<file path="src/sv/smr_queue.sv">
// Short first-in first-out queue that parts the front end from the back end.
// Depends on nothing.
`default_nettype none

module smr_queue #(
  parameter int unsigned WIDTH = 8,
  parameter int unsigned DEPTH = 2
) (
  input  wire logic             clk_i,
  input  wire logic             rst_ni,
  input  wire logic             push_valid_i,
  output      logic             push_ready_o,
  input  wire logic [WIDTH-1:0] push_data_i,
  output      logic             pop_valid_o,
  input  wire logic             pop_ready_i,
  output      logic [WIDTH-1:0] pop_data_o
);

  localparam int unsigned PTR_W = (DEPTH > 1) ? $clog2(DEPTH) : 1;
  localparam int unsigned CNT_W = $clog2(DEPTH + 1);

  logic [WIDTH-1:0] mem_q [DEPTH];
  logic [PTR_W-1:0] wr_ptr_q, wr_ptr_d;
  logic [PTR_W-1:0] rd_ptr_q, rd_ptr_d;
  logic [CNT_W-1:0] cnt_q, cnt_d;
  logic             push;
  logic             pop;

  assign push_ready_o = (cnt_q != CNT_W'(DEPTH));
  assign pop_valid_o  = (cnt_q != '0);
  assign pop_data_o   = mem_q[rd_ptr_q];
  assign push         = push_valid_i && push_ready_o;
  assign pop          = pop_valid_o && pop_ready_i;

  always_comb begin
    wr_ptr_d = wr_ptr_q;
    rd_ptr_d = rd_ptr_q;
    cnt_d    = cnt_q;
    if (push) begin
      wr_ptr_d = (wr_ptr_q == PTR_W'(DEPTH - 1)) ? '0 : wr_ptr_q + PTR_W'(1);
    end
    if (pop) begin
      rd_ptr_d = (rd_ptr_q == PTR_W'(DEPTH - 1)) ? '0 : rd_ptr_q + PTR_W'(1);
    end
    if (push && !pop) begin
      cnt_d = cnt_q + CNT_W'(1);
    end else if (pop && !push) begin
      cnt_d = cnt_q - CNT_W'(1);
    end
  end

  always_ff @(posedge clk_i or negedge rst_ni) begin
    if (!rst_ni) begin
      wr_ptr_q <= '0;
      rd_ptr_q <= '0;
      cnt_q    <= '0;
    end else begin
      wr_ptr_q <= wr_ptr_d;
      rd_ptr_q <= rd_ptr_d;
      cnt_q    <= cnt_d;
    end
  end

  always_ff @(posedge clk_i) begin
    if (push) begin
      mem_q[wr_ptr_q] <= push_data_i;
    end
  end

endmodule

`default_nettype wire

</file>
<file path="config.mk">
export PLATFORM = sky130hd
export DESIGN_NAME = smr_queue
export DESIGN_NICKNAME = d
export VERILOG_FILES = /design/src/sv/smr_queue.sv
export SDC_FILE = /design/constraint.sdc
export NUM_CORES = 1
export LEC_CHECK = 0
export BUFFER_PORTS_ARGS = -buffer_cell sky130_fd_sc_hd__buf_2
export CELL_PAD_IN_SITES_DETAIL_PLACEMENT = 1
export CELL_PAD_IN_SITES_GLOBAL_PLACEMENT = 1
export CORE_MARGIN = 3
export CORE_UTILIZATION = 43
export DETAILED_ROUTE_END_ITERATION = 8
export PLACE_DENSITY = 0.75
export SETUP_SLACK_MARGIN = 0.1
export SYNTH_ARGS = -nofsm -noshare
export SYNTH_HDL_FRONTEND = slang
export SYNTH_SLANG_ARGS = --single-unit
</file>
<file path="constraint.sdc">
create_clock -name clk_i -period 2.05 [get_ports clk_i]
set_clock_uncertainty 0.05 [all_clocks]
set_input_delay 0 -clock clk_i [delete_from_list [all_inputs] [get_ports clk_i]]
set_output_delay 0 -clock clk_i [all_outputs]
set_load 0.01 [all_outputs]
</file>
======== After elaboration in Yosys (flattened, before gate mapping) ========
Memory sizes are Yosys's and may differ from the RTL's.
Cells that the tools add are included.
word-level totals
  word-level logic and storage cells ...... 23
  memories ................................ 1
  memory bits (writable) .................. 16
  output and inout port bits .............. 10
  input port bits ......................... 12
  flip-flop bits (word level) ............. 4
cells by class
  equal/unequal tests ..................... 1
  mux-type cells .......................... 6
  add/subtract/negate cells ............... 4
  reduce and logical (&&, ||, !) cells .... 8
memories
  memory  depth  bits a word  rd ports  clocked after Yosys merged registers in  wr ports  line  text
  mem_q   2      8            1         0                                        1         22    logic [WIDTH-1:0] mem_q [DEPTH];
operators by type and width
  kind                   number
  $logic_and A1 B1 Y1    4
  $mux W1                4
  $mux W2                2
  $reduce_bool A2 Y1     2
  $add A1 B1 Y1 const B  2
  $add A2 B1 Y2 const B  1
  $logic_not A1 Y1       2
  $ne A2 B2 Y1 const B   1
  $sub A2 B1 Y2 const B  1

======== Longest topological paths before layout ========
  word-level depth ........................ 6
  mapped depth ............................ 7
  depth with buffers taken out ............ 7

======== Least setup slack after synthesis ========
No wires, ideal clock.
  path kind ............................... reg-to-reg
  start point ............................. reg cnt_q[0]
  end point ............................... mem mem_q[0][0] (enable)
  path slack .............................. 614 ps
  stages on the path, launching flop included .. 4
  buffers on the path ..................... 0
  arrival time ............................ 1016 ps
  clock period less this slack ............ 1436 ps
  setup time .............................. 370 ps
  data required time ...................... 1630 ps
  cells stage by stage .................... dfrtp_1 -> nand2b_4 -> nand2_1 -> nor2_1
on the way
  word-level cells in the longest chain between the ends .. 4
ends and longest elaborated chain
  item                           line  text
  start: declaration             25    logic [CNT_W-1:0] cnt_q, cnt_d;
  start signal: assignment       60    cnt_q <= cnt_d;
  $ne A2 B2 Y1                   29    assign push_ready_o = (cnt_q != CNT_W'(DEPTH));
  named net push_ready_o         12    output logic push_ready_o,
  $logic_and A1 B1 Y1            32    assign push = push_valid_i && push_ready_o;
  $mux W1                        65    if (push) begin
  $mux W1 (not written as such)  66    mem_q[wr_ptr_q] <= push_data_i;
  end: declaration               22
The timed path passes the listed nets, and every way through them passes these cells.

======== Final worst setup path ========
  start point ............................. reg cnt_q[0]
  end point ............................... reg cnt_q[1]
on the way
  word-level cells in the longest chain between the ends .. 5
  elaborated cells between the ends (all ways) .. 13
  classes of those cells .................. 2 x add/sub; 1 x eq/ne; 2 x mux; 8 x reduce/logical
ends and longest elaborated chain
  item
  parallel branches: the longest is 5 deep, another holds $sub A2 B1 Y2
Parallel ways; which one is timed is not known. The select of a mux whose other input is x is not followed.
A chain may end at the register's enable or synchronous reset.

==> out/qor.yml <==
sta:
  rsz0062_at_grt: "false"
  min_period_ns: 1.48
  worst_pin_slew_ns: 0.397
  post-route-period-util_pct: 72.4
  slew_viol_final: 0
  timing.final.setup_violations: 0
  tns_ns: 0
  slew_headroom_pct: 73.5
  fmax_mhz: 674
  final_hold_viol_count: 0
  setup_slack_ns: 0.567
synth:
  netlist_area_sq_um: 787
  synth_cells: 43
  synth_cell_types: 14
  yosysSeqAreaShare_pct: 73.8
  yosysWarnings: 0
  avgSynthCellArea_sq_um: 18.3
  ys_ff_latch: 20
  syn-num-nets: 56
global_route:
  grt_util_met1_pct: 14.2
  grt_antenna_before_repair: 0
  overflow: 0
  grtUsageMet2_pct: 24.0
  grt.busiest_layer: "met2"
  met3_usage_pct: 2.75
  grt_util_all_layers_pct: 12.8
  grt_pass1_wl_um: 2280
  grt_max_degree: 12
  grt_pass1_vias: 513
power:
  leakagePower_uw: 0.000439
  swShare_pct: 31.1
  power.density_nw_per_um2: 1220
  p_comb_share_pct: 35.8
  intPower_uw: 904
  sequentialPowerShare_pct: 50.0
  ir_worst_vdd_v: 0.000789
  power_uw: 1310
  pwr-share-clk_pct: 14.2
  switchingPower_uw: 408
placement:
  post-place-ws_ns: 0.554
  gp_congestion: 0.739
  hpwl_um: 942
  port_buffers: 21
run_status:
  outcome: "finished clean"
cts:
  clk_latency_ns: 0.28
  cts_buffers: 3
  cts.sinks: 20
  root_buffer: "clkbuf_4"
  clkSlewWorstSetupHoldPaths_ns: 0.11
  htreeDepth: 1
  cts_tree: "yes"
  clock_path_buffers: 2
die:
  start_util_pct: 48.8
  core-area_sq_um: 1610
  num_io_pins: 22
  row_count: 14
  die_h_um: 48.8
  die_w_um: 48.8
  die_area_sq_um: 2380
final_layout:
  multi_input_area_sq_um: 198
  fillers: 168
  layout-drive-gt1-share_pct: 45.0
  antennaDiodeCount: 0
  seq_area_sq_um: 581
  syn2layout_area_growth_pct: 36.1
  nets: 94
worst_setup_path:
  cp_cell_sequence: "nand2b_4, nand2_1, inv_1, ha_1, xor2_1, nor2_1, xor2_1"
  worstSetupStartpointType: "flip-flop"
  cpMostUsedCell: "xor2_1"
  crit_type: "reg2reg"
  crit_slowest_cell: "dfrtp_1"
  crit_fanout: 4
  crit_path_max_incr_delay_ns: 0.44
  required_ns: 2.22
  setup.worst_path.end_class: "flip-flop"
  critPathArrivalTime_ns: 1.65
drt:
  remaining_drc_errors: 0
  vias: 472
  totalWireLength_um: 1350
  via_per_inst: 4.54
  first_iter_violations: 1
  wl_per_cell_um: 12.9
  drt_first_pass_iters: 2
  antenna_left: 0
hold_path:
  hp-class: "in2reg"
job:
  maxCapViolCount: 0
==> power by group through the flow <==
stage | Combinational (uW) | Clock, uW | Sequential [uW]
final | 470 | 186 | 656
after global routing | 516 | 212 | 678
after CTS | 481 | 193 | 657
after detailed placement | 462 | 0 | 667
after global placement | 456 | 0 | 660
after floorplan | 352 | 0 | 618
==> through the flow <==
step                      instances  hold WS [ns]  area, sq um  util, %
after floorplan                  43        -0.346          787        -
after global routing            104         0.383         1070     66.5
final                           104         0.383         1070     66.5
after detailed placement         88        -0.233          925     57.4
after global placement           88        -0.235          925     57.4
after CTS                       104         0.364         1070     66.5
==> kinds of logic after synthesis <==
group	count (synthesis)	share of synthesized area (%)
mux	8	11.4
buf+inv	2	1.11
flops	20	73.8
xor+xnor	5	5.57
simple gates	7	6.52
fa+ha+maj	1	1.59
==> worst max-delay path: cells and delay by family, from the launching register on <==
| family | cells | cell delay [ns] |
|---|---|---|
| xor+xnor | 2 | 0.29 |
| fa+ha+maj | 1 | 0.18 |
| buf+inv | 1 | 0.06 |
| flops | 1 | 0.44 |
| simple gates | 3 | 0.40 |
==> final timing paths <==
path | depth (start not counted) | startpoint | slack, ns | to
setup / recovery | 7 | cnt_q[0] | 0.57 | cnt_q[1]
hold / removal | 2 | push_data_i[5] | 0.38 | mem_q[0][5]
setup reg to reg | 7 | cnt_q[0] | 0.57 | cnt_q[1]
hold reg to reg | 1 | wr_ptr_q | 0.46 | wr_ptr_q
max in group asynchronous | 3 | rst_ni | 1.19 | rd_ptr_q
min in group asynchronous | 3 | rst_ni | 0.59 | cnt_q[0]
==> layout make-up <==
class	instances	area share (%)
Clock buffer	4	2.45
Inverter	1	0.350
Multi-Input combinational cell	21	18.5
Sequential cell	20	54.2
Tap cell	24	2.80
Timing Repair Buffer	34	21.7
==> sequential cells by signal (all words and copies together), names as in the netlist <==
register / cells
cnt_q: 2
rd_ptr_q: 1
wr_ptr_q: 1
mem_q: 16
==> synthesized netlist by cell type (all sizes together) <==
master	n	area (sq um)
and3	1	6.26
buf	1	5.00
dfrtp	4	100
edfxtp	16	480
ha	1	12.5
inv	1	3.75
mux2	8	90.1
nand2	2	15.0
nand2b	1	13.8
nor2	2	7.51
or2	1	8.76
xnor2	3	26.3
xor2	2	17.5
==> cells in the final DEF (no fill, tap or decap), drive strengths merged <==
master / count
edfxtp: 16
nand2: 2
ha: 1
xnor2: 3
dfrtp: 4
inv: 1
xor2: 2
dlygate4sd3: 12
nand2b: 1
or2: 1
clkbuf: 4
mux2: 8
buf: 22
and3: 1
nor2: 2
==> layer usage <==
| metal | vias up | part of all wire, % |
|---|---|---|
| met3 | 2 | 2.8 |
| li1 | 229 | - |
| met5 | - | 0 |
| met1 | 229 | 38 |
| met4 | 0 | 0.74 |
| met2 | 12 | 58 |
==> timing repair <==
item / CTS / global route
gates resized for setup: 0 / 0
hold endpoints to repair: 22 / 0
buffers inserted: 0 / 0
hold buffers: 12 / 0
No activity file was read; power rests on OpenSTA's default activity.
