$ cat src/sv/smr_pkg.sv
// Shared types, constants and helpers of the sparse momentum row update block.
// Depends on nothing; smr_if, smr_front, smr_back, the top level and the checker use it.
`default_nettype none

package smr_pkg;

  localparam int unsigned MAX_ROWS_DEF = 1024;
  localparam int unsigned MAX_COLS_DEF = 64;

  localparam int unsigned VALUE_WIDTH = 32;
  localparam int unsigned FRAC_W      = 16;
  localparam int unsigned COEF_W      = 16;
  localparam int unsigned ROWCNT_W    = 11;
  localparam int unsigned ROWLEN_W    = 7;
  localparam int unsigned COL_W       = 6;
  localparam int unsigned ROWIDX_W    = 32;
  localparam int unsigned OP_W        = 2;
  localparam int unsigned ST_W        = 2;
  localparam int unsigned PADDR_W     = 5;
  localparam int unsigned PDATA_W     = 32;
  localparam int unsigned REGIDX_W    = PADDR_W - 2;
  localparam int unsigned QUEUE_DEPTH = 2;

  localparam int unsigned PROD_W = COEF_W + 1 + VALUE_WIDTH;
  localparam int unsigned SH_W   = PROD_W - FRAC_W;
  localparam int unsigned SUM_W  = VALUE_WIDTH + 2;

  localparam logic [OP_W-1:0] OP_UPDATE = 2'd0;
  localparam logic [OP_W-1:0] OP_WRITE  = 2'd1;
  localparam logic [OP_W-1:0] OP_READ   = 2'd2;
  localparam logic [OP_W-1:0] OP_NONE   = 2'd3;

  localparam logic [ST_W-1:0] ST_DONE    = 2'd0;
  localparam logic [ST_W-1:0] ST_BAD_ROW = 2'd1;
  localparam logic [ST_W-1:0] ST_BAD_COL = 2'd2;

  localparam logic [REGIDX_W-1:0] REG_LR   = 3'd0;
  localparam logic [REGIDX_W-1:0] REG_MOM  = 3'd1;
  localparam logic [REGIDX_W-1:0] REG_NEST = 3'd2;
  localparam logic [REGIDX_W-1:0] REG_ROWS = 3'd3;
  localparam logic [REGIDX_W-1:0] REG_LEN  = 3'd4;

  localparam logic [ROWCNT_W-1:0] ROWS_RESET = 11'd1024;
  localparam logic [ROWLEN_W-1:0] LEN_RESET  = 7'd64;

  localparam logic signed [SUM_W-1:0] VAL_MAX =
    (SUM_W'(1) <<< (VALUE_WIDTH - 1)) - SUM_W'(1);
  localparam logic signed [SUM_W-1:0] VAL_MIN = -VAL_MAX - SUM_W'(1);

  typedef struct packed {
    logic [COEF_W-1:0]   lr;
    logic [COEF_W-1:0]   mom;
    logic                nest;
    logic [ROWCNT_W-1:0] row_count;
    logic [ROWLEN_W-1:0] row_length;
  } cfg_t;

  typedef struct packed {
    logic [OP_W-1:0]                op;
    logic [ST_W-1:0]                status;
    logic                           skip;
    logic signed [VALUE_WIDTH-1:0]  grad;
    logic signed [VALUE_WIDTH-1:0]  load_p;
    logic signed [VALUE_WIDTH-1:0]  load_v;
  } entry_t;

  typedef struct packed {
    logic                          sat;
    logic signed [VALUE_WIDTH-1:0] val;
  } clip_t;

  function automatic clip_t sat_clip(input logic signed [SUM_W-1:0] x);
    clip_t r;
    r.sat = 1'b0;
    r.val = x[VALUE_WIDTH-1:0];
    if (x > VAL_MAX) begin
      r.sat = 1'b1;
      r.val = VAL_MAX[VALUE_WIDTH-1:0];
    end else if (x < VAL_MIN) begin
      r.sat = 1'b1;
      r.val = VAL_MIN[VALUE_WIDTH-1:0];
    end
    return r;
  endfunction

endpackage

`default_nettype wire

$ cat src/sv/smr_if.sv
// Handshake interfaces for the item channel and the result channel.
// Depends on smr_pkg for the field widths.
`default_nettype none

interface smr_in_if;
  logic                                   valid;
  logic                                   ready;
  logic [smr_pkg::OP_W-1:0]               opcode;
  logic signed [smr_pkg::ROWIDX_W-1:0]    row_index;
  logic [smr_pkg::COL_W-1:0]              column_index;
  logic signed [smr_pkg::VALUE_WIDTH-1:0] grad_value;
  logic signed [smr_pkg::VALUE_WIDTH-1:0] load_param;
  logic signed [smr_pkg::VALUE_WIDTH-1:0] load_velocity;

  modport source (output valid, opcode, row_index, column_index, grad_value,
                  load_param, load_velocity, input ready);
  modport sink (input valid, opcode, row_index, column_index, grad_value,
                load_param, load_velocity, output ready);
endinterface


`default_nettype wire

$ cat src/sv/smr_front.sv
// Front end: accepts items, checks row and column against the geometry and
// forms the table address. Depends on smr_pkg and smr_if.
`default_nettype none

module smr_front #(
  parameter int unsigned MAX_ROWS = smr_pkg::MAX_ROWS_DEF,
  parameter int unsigned MAX_COLS = smr_pkg::MAX_COLS_DEF,
  localparam int unsigned ADDR_W =
    (MAX_ROWS * MAX_COLS > 1) ? $clog2(MAX_ROWS * MAX_COLS) : 1
) (
  input  smr_pkg::cfg_t      cfg_i,
  smr_in_if.sink             in_i,
  output logic               push_valid_o,
  input  wire logic          push_ready_i,
  output smr_pkg::entry_t    entry_o,
  output logic [ADDR_W-1:0]  addr_o
);

  localparam int unsigned ROW_W  = (MAX_ROWS > 1) ? $clog2(MAX_ROWS) : 1;
  localparam int unsigned LIN_W  = ROW_W + smr_pkg::ROWLEN_W;

  logic [smr_pkg::ROWCNT_W-1:0] rows_eff;
  logic [smr_pkg::ROWLEN_W-1:0] len_eff;
  logic                         bad_row;
  logic                         bad_col;
  logic                         bad_op;
  logic [LIN_W-1:0]             lin;

  assign rows_eff = (32'(cfg_i.row_count) > 32'(MAX_ROWS)) ?
                    smr_pkg::ROWCNT_W'(MAX_ROWS) : cfg_i.row_count;
  assign len_eff  = (32'(cfg_i.row_length) > 32'(MAX_COLS)) ?
                    smr_pkg::ROWLEN_W'(MAX_COLS) : cfg_i.row_length;

  assign bad_op  = (in_i.opcode == smr_pkg::OP_NONE);
  assign bad_row = in_i.row_index[smr_pkg::ROWIDX_W-1] ||
                   ($unsigned(in_i.row_index) >= smr_pkg::ROWIDX_W'(rows_eff));
  assign bad_col = (smr_pkg::ROWLEN_W'(in_i.column_index) >= len_eff);

  assign lin = LIN_W'(in_i.row_index[ROW_W-1:0]) * LIN_W'(len_eff) +
               LIN_W'(in_i.column_index);

  always_comb begin
    entry_o.op     = in_i.opcode;
    entry_o.grad   = in_i.grad_value;
    entry_o.load_p = in_i.load_param;
    entry_o.load_v = in_i.load_velocity;
    entry_o.skip   = bad_op || bad_row || bad_col;
    if (bad_op) begin
      entry_o.status = smr_pkg::ST_DONE;
    end else if (bad_row) begin
      entry_o.status = smr_pkg::ST_BAD_ROW;
    end else if (bad_col) begin
      entry_o.status = smr_pkg::ST_BAD_COL;
    end else begin
      entry_o.status = smr_pkg::ST_DONE;
    end
  end

  assign addr_o       = ADDR_W'(lin);
  assign push_valid_o = in_i.valid;
  assign in_i.ready   = push_ready_i;

endmodule

`default_nettype wire

$ cat src/flat_wrapper.sv
// flat-port wrapper written by rule: the top's interface ports become plain ports
module smr_front_flat 
#(
  parameter int unsigned MAX_ROWS = smr_pkg::MAX_ROWS_DEF,
  parameter int unsigned MAX_COLS = smr_pkg::MAX_COLS_DEF,
  localparam int unsigned ADDR_W =
    (MAX_ROWS * MAX_COLS > 1) ? $clog2(MAX_ROWS * MAX_COLS) : 1
)
  (cfg_i, push_valid_o, push_ready_i, entry_o, addr_o, in_i_valid, in_i_opcode, in_i_row_index, in_i_column_index, in_i_grad_value, in_i_load_param, in_i_load_velocity, in_i_ready);
  smr_in_if in_i_i ();
  input  smr_pkg::cfg_t cfg_i;
  output logic push_valid_o;
  input  wire logic push_ready_i;
  output smr_pkg::entry_t entry_o;
  output logic [ADDR_W-1:0] addr_o;
  input wire logic [$bits(in_i_i.valid)-1:0] in_i_valid;
  input wire logic [$bits(in_i_i.opcode)-1:0] in_i_opcode;
  input wire logic [$bits(in_i_i.row_index)-1:0] in_i_row_index;
  input wire logic [$bits(in_i_i.column_index)-1:0] in_i_column_index;
  input wire logic [$bits(in_i_i.grad_value)-1:0] in_i_grad_value;
  input wire logic [$bits(in_i_i.load_param)-1:0] in_i_load_param;
  input wire logic [$bits(in_i_i.load_velocity)-1:0] in_i_load_velocity;
  output wire logic [$bits(in_i_i.ready)-1:0] in_i_ready;
  assign in_i_i.valid = in_i_valid;
  assign in_i_i.opcode = in_i_opcode;
  assign in_i_i.row_index = in_i_row_index;
  assign in_i_i.column_index = in_i_column_index;
  assign in_i_i.grad_value = in_i_grad_value;
  assign in_i_i.load_param = in_i_load_param;
  assign in_i_i.load_velocity = in_i_load_velocity;
  assign in_i_ready = in_i_i.ready;
  smr_front #(.MAX_ROWS(MAX_ROWS), .MAX_COLS(MAX_COLS)) u_core (.cfg_i(cfg_i), .in_i(in_i_i), .push_valid_o(push_valid_o), .push_ready_i(push_ready_i), .entry_o(entry_o), .addr_o(addr_o));
endmodule
$ cat config.mk
export PLATFORM = sky130hd
export DESIGN_NAME = smr_front_flat
export DESIGN_NICKNAME = d
export VERILOG_FILES = /design/src/sv/smr_pkg.sv /design/src/sv/smr_if.sv /design/src/sv/smr_front.sv /design/src/flat_wrapper.sv
export SDC_FILE = /design/constraint.sdc
export NUM_CORES = 1
export LEC_CHECK = 0
export BUFFER_PORTS_ARGS = -buffer_cell sky130_fd_sc_hd__buf_2
export CORE_AREA = 3 3 119 121
export DETAILED_ROUTE_END_ITERATION = 8
export DIE_AREA = 0 0 122 124
export GPL_TIMING_DRIVEN = 0
export PLACE_DENSITY = 0.73
export SYNTH_ARGS = -nofsm -noshare
export SYNTH_HDL_FRONTEND = slang
export SYNTH_SLANG_ARGS = --single-unit
$ cat constraint.sdc
create_clock -name vclk -period 6.1
set_input_delay 0.915 -clock vclk [all_inputs]
set_output_delay 0.915 -clock vclk [all_outputs]
set_load 0.05 [all_outputs]
# Yosys cells after proc, flatten, opt, wreduce, memory -nomap -nowiden
# Index checks and enable logic that the tools add are counted.
# W data, S select, Z words.
# word_totals
ff_bits	0
latchBits	0
ramBits	0
romBits	0
inputBits	189
output_inout_bits	119
word_cells	15
mem_count	0
# op_classes
addsub	1
n_mul	1
div	0
magnitude_cmp	4
n_eq_ne	1
shifts	0
n_mux	5
bitwise_logic	0
n_reduce_logical	3
# ops
op	count
$ge A32 B11 Y1	1
$add A16 B6 Y16	1
$mul A10 B7 Y16	1
$gt A11 B11 Y1 const B	1
$mux W11	1
$ge A6 B7 Y1	1
$gt A7 B7 Y1 const B	1
$mux W7	1
$mux W2	3
$logic_or A1 B1 Y1	3
$eq A2 B2 Y1 const B	1

# Logic depth before layout (Yosys ltp)
# logic_depth
ltp_word	6
ltp_mapped	19

# Least setup slack after synthesis
# No wires, ideal clock.
# synth_path
path_kind	input-to-output
start	input cfg_i[5] (netlist name)
end	output addr_o[15]
arrival_ns	5.386
t_required_ns	5.185
slack_ns	-0.201
cell_stages	17
path_buffers	1
cell_sequence	nor2b_1 clkbuf_1 nand2_1 fa_1 fa_1 inv_1 fa_1 inv_1 fa_1 inv_1 ha_1 nand3_1 o22ai_1 o211ai_1 a21oi_1 o22ai_1 xnor2_1
# synth_via
elab_chain_cells	4
# synth_lines
item	line_no	text
start, declared	flat_wrapper.sv:11	input smr_pkg::cfg_t cfg_i;
$gt A7 B7 Y1	smr_front.sv:31	assign len_eff = (32'(cfg_i.row_length) > 32'(MAX_COLS)) ?
$mux W7 (*)	smr_front.sv:31	
$mul A10 B7 Y16 (*)	smr_front.sv:39	assign lin = LIN_W'(in_i.row_index[ROW_W-1:0]) * LIN_W'(len_eff) +
$add A16 B6 Y16 (*)	smr_front.sv:39	
end, declared	flat_wrapper.sv:15	output logic [ADDR_W-1:0] addr_o;
# Every way passes the cells marked *; elsewhere a longest branch is shown, timed or not.

# Worst setup path in the final report
# layout_path
start	input cfg_i[3] (netlist name)
end	output addr_o[15]
# Same word-level chain as after synthesis.

==> impl_metrics.ini <==
[worst_setup_path]
arrival_ns = 5.03
cpPeakStageDelay_ns = 0.51
path_class = primary input to output port
cp_max_fo = 6
endpoint_kind = output port
path_buf_inv = 7
cp_slowest_cell = fa_1
setup.worst_path.start_class = primary input
worst_ep_required_time_ns = 5.18
cp_cell_sequence = buf_2, nor2b_4, buf_8, buf_4, and2_4, fa_2, inv_2, fa_1, fa_1, fa_1, inv_1, ha_4, nand3_2, o22ai_2, o211ai_1, buf_4, a21oi_4, o22ai_2, xnor2_2, buf_6
worst_path_most_repeated_cell = fa_1
cp_top_family = adder cells

[synthesis]
synthesis.nets = 760
syn_area_um2 = 3744
synth_cell_type_count = 39
synthTopCellsByArea = fa_1 24%, buf_4 20%, ha_1 19%
syn_area_per_cell_um2 = 7.948
synth_warnings = 0
ys_seq_area_share_pct = 0
synth.top_cell.area_share_pct = 23.53
syn_inst = 471
synth_area_leader_cell = fa_1

[layout]
multi_input_area_um2 = 2868
clkbuf_count = 0
flops_and_latches = 0
syn_to_final_growth_pct = 39.41
num_antenna_cells = 0
regArea_um2 = 0
drive_gt1_share_pct = 50.30
layout.nets = 949
nFillCells = 1362

[flow_run]
cap_violations = 0

[detailed_routing]
via_per_inst = 4.215
drc_errors = 0
ant_nets = 0
drtPass1Iterations = 4
num_vias = 3515
wirelength_um = 10190
initialDrtViolationCount = 87
post_drt_wl_per_cell_um = 12.21

[pwr]
power_density_nw_per_um2 = 209.1
ir_drop_v = 0.0001180
p_total_uw = 1091
leakage_uw = 0.002926

[floorplanning]
num_rows = 42
die_width_um = 122
die_area_um2 = 15130
start_util_pct = 28.38
core_um2 = 13190
ioPinCount = 308
die_h_um = 124

[hold_path]
hold_path_class = primary input to output port

[global_route]
grt_max_degree = 11
grt_antenna_before_repair = 0
grt_first_pass_wirelength_um = 14690
track_usage_pct = 11.57
grt_overflow = 0
grt_pass1_vias = 3129

[placed_design]
hpwl_um = 8842
gp_congestion = 0.7677
io_buffers = 177
dpl_worst_slack_ns = -0.5214

[sta]
setup_viol = 0
period_share_pct = 97.38
slew-limit-headroom_pct = 68.71
worst_pin_slew_ns = 0.4693
fmax_ghz = 0.1683
slew_violations = 0
timing.final.ws_setup_ns = 0.1597
hold_violations = 0
fin_crit_ns = 5.940
rsz0062_at_grt = false

[status]
status = completed

[clock_tree]
holdBufCountCts = 0
## where the power goes
part	internal (uW)	switching, uW	total [uW]
Clock	0	0	0
Combinational	388	704	1090
Sequential	0	0	0
Total	388	704	1090
## kinds of logic after synthesis
group	Yosys count	synth area share, %
adders and majority gates	100	42.25
and+or+nand+nor	132	18.88
xor gates and xnor gates	14	3.275
muxes	1	0.2674
buffers and inverters	187	28.78
AOI/OAI and AO/OA	37	6.551
## layout by cell type, fill, tap and decap left out, types with 3 or more instances in the layout
cell type	synthesis	layout
buf_2	0	171
buf_4	100	113
inv_1	77	74
ha_1	56	49
fa_1	44	42
and2_1	41	40
nand2_1	40	37
nor2_1	12	11
nor2b_1	12	10
a21oi_1	12	9
xnor2_1	10	8
a21o_1	7	7
nor4_1	6	6
nand4_1	5	5
ha_4	0	5
clkbuf_8	0	4
buf_6	0	4
inv_2	0	3
xor2_1	4	3
nand2b_1	3	3
## final timing paths
check	end	slack [ns]	start	cells past startpoint
max	addr_o[15]	0.16	cfg_i[3]	20
min	entry_o[31]	2.13	in_i_load_velocity[31]	2
## timing repair
action,4_1_cts,5_1_grt
setup buffers,4,8
hold endpoints to repair,0,0
endpoints found under the setup margin,8,7
resized for setup,33,35
pin swaps,7,23
## layout make-up
type | instances | area share, %
multi-input combinational | 284 | 54.95
timing repair buffer | 189 | 19.28
buffer | 107 | 15.94
inverter | 78 | 5.610
tap | 176 | 4.220
## Yosys cell counts (2+ instances only)
cell and instances:
buf_4 100, inv_1 77, ha_1 56, fa_1 44, and2_1 41, nand2_1 40, a21oi_1 12, nor2_1 12
nor2b_1 12, xnor2_1 10, clkbuf_1 9, a21o_1 7, nor4_1 6, nand4_1 5, xor2_1 4, nand2b_1 3
o22ai_1 3, a211oi_2 2, a31oi_1 2, and3b_1 2, nand3_1 2, nor3_1 2, o211ai_1 2, o21ai_0 2
o21ai_1 2
## stage by stage
stage / util, % / instance area (um2) / cells / hold slack, ns / TNS (ns)
after global placement: 36.94 / 4872 / 824 / 2.132 / -2.335
after detailed placement: 36.94 / 4872 / 824 / 2.133 / -2.646
final: 39.57 / 5219 / 834 / 2.131 / 0
after global routing: 39.57 / 5219 / 834 / 2.134 / 0
after floorplan: - / 3766 / 471 / 1.997 / 0
after CTS: 38.10 / 5025 / 827 / 2.132 / 0
## layer usage
layer | GRT usage, % | vias up | wire length [um]
li1 | - | 1746 | -
met1 | 17.20 | 1658 | 4437
met2 | 19.65 | 109 | 5209
met3 | 0.7266 | 2 | 531
met4 | 0.1401 | 0 | 8
met5 | 0 | - | 0
(Power assumes the default switching activity.)
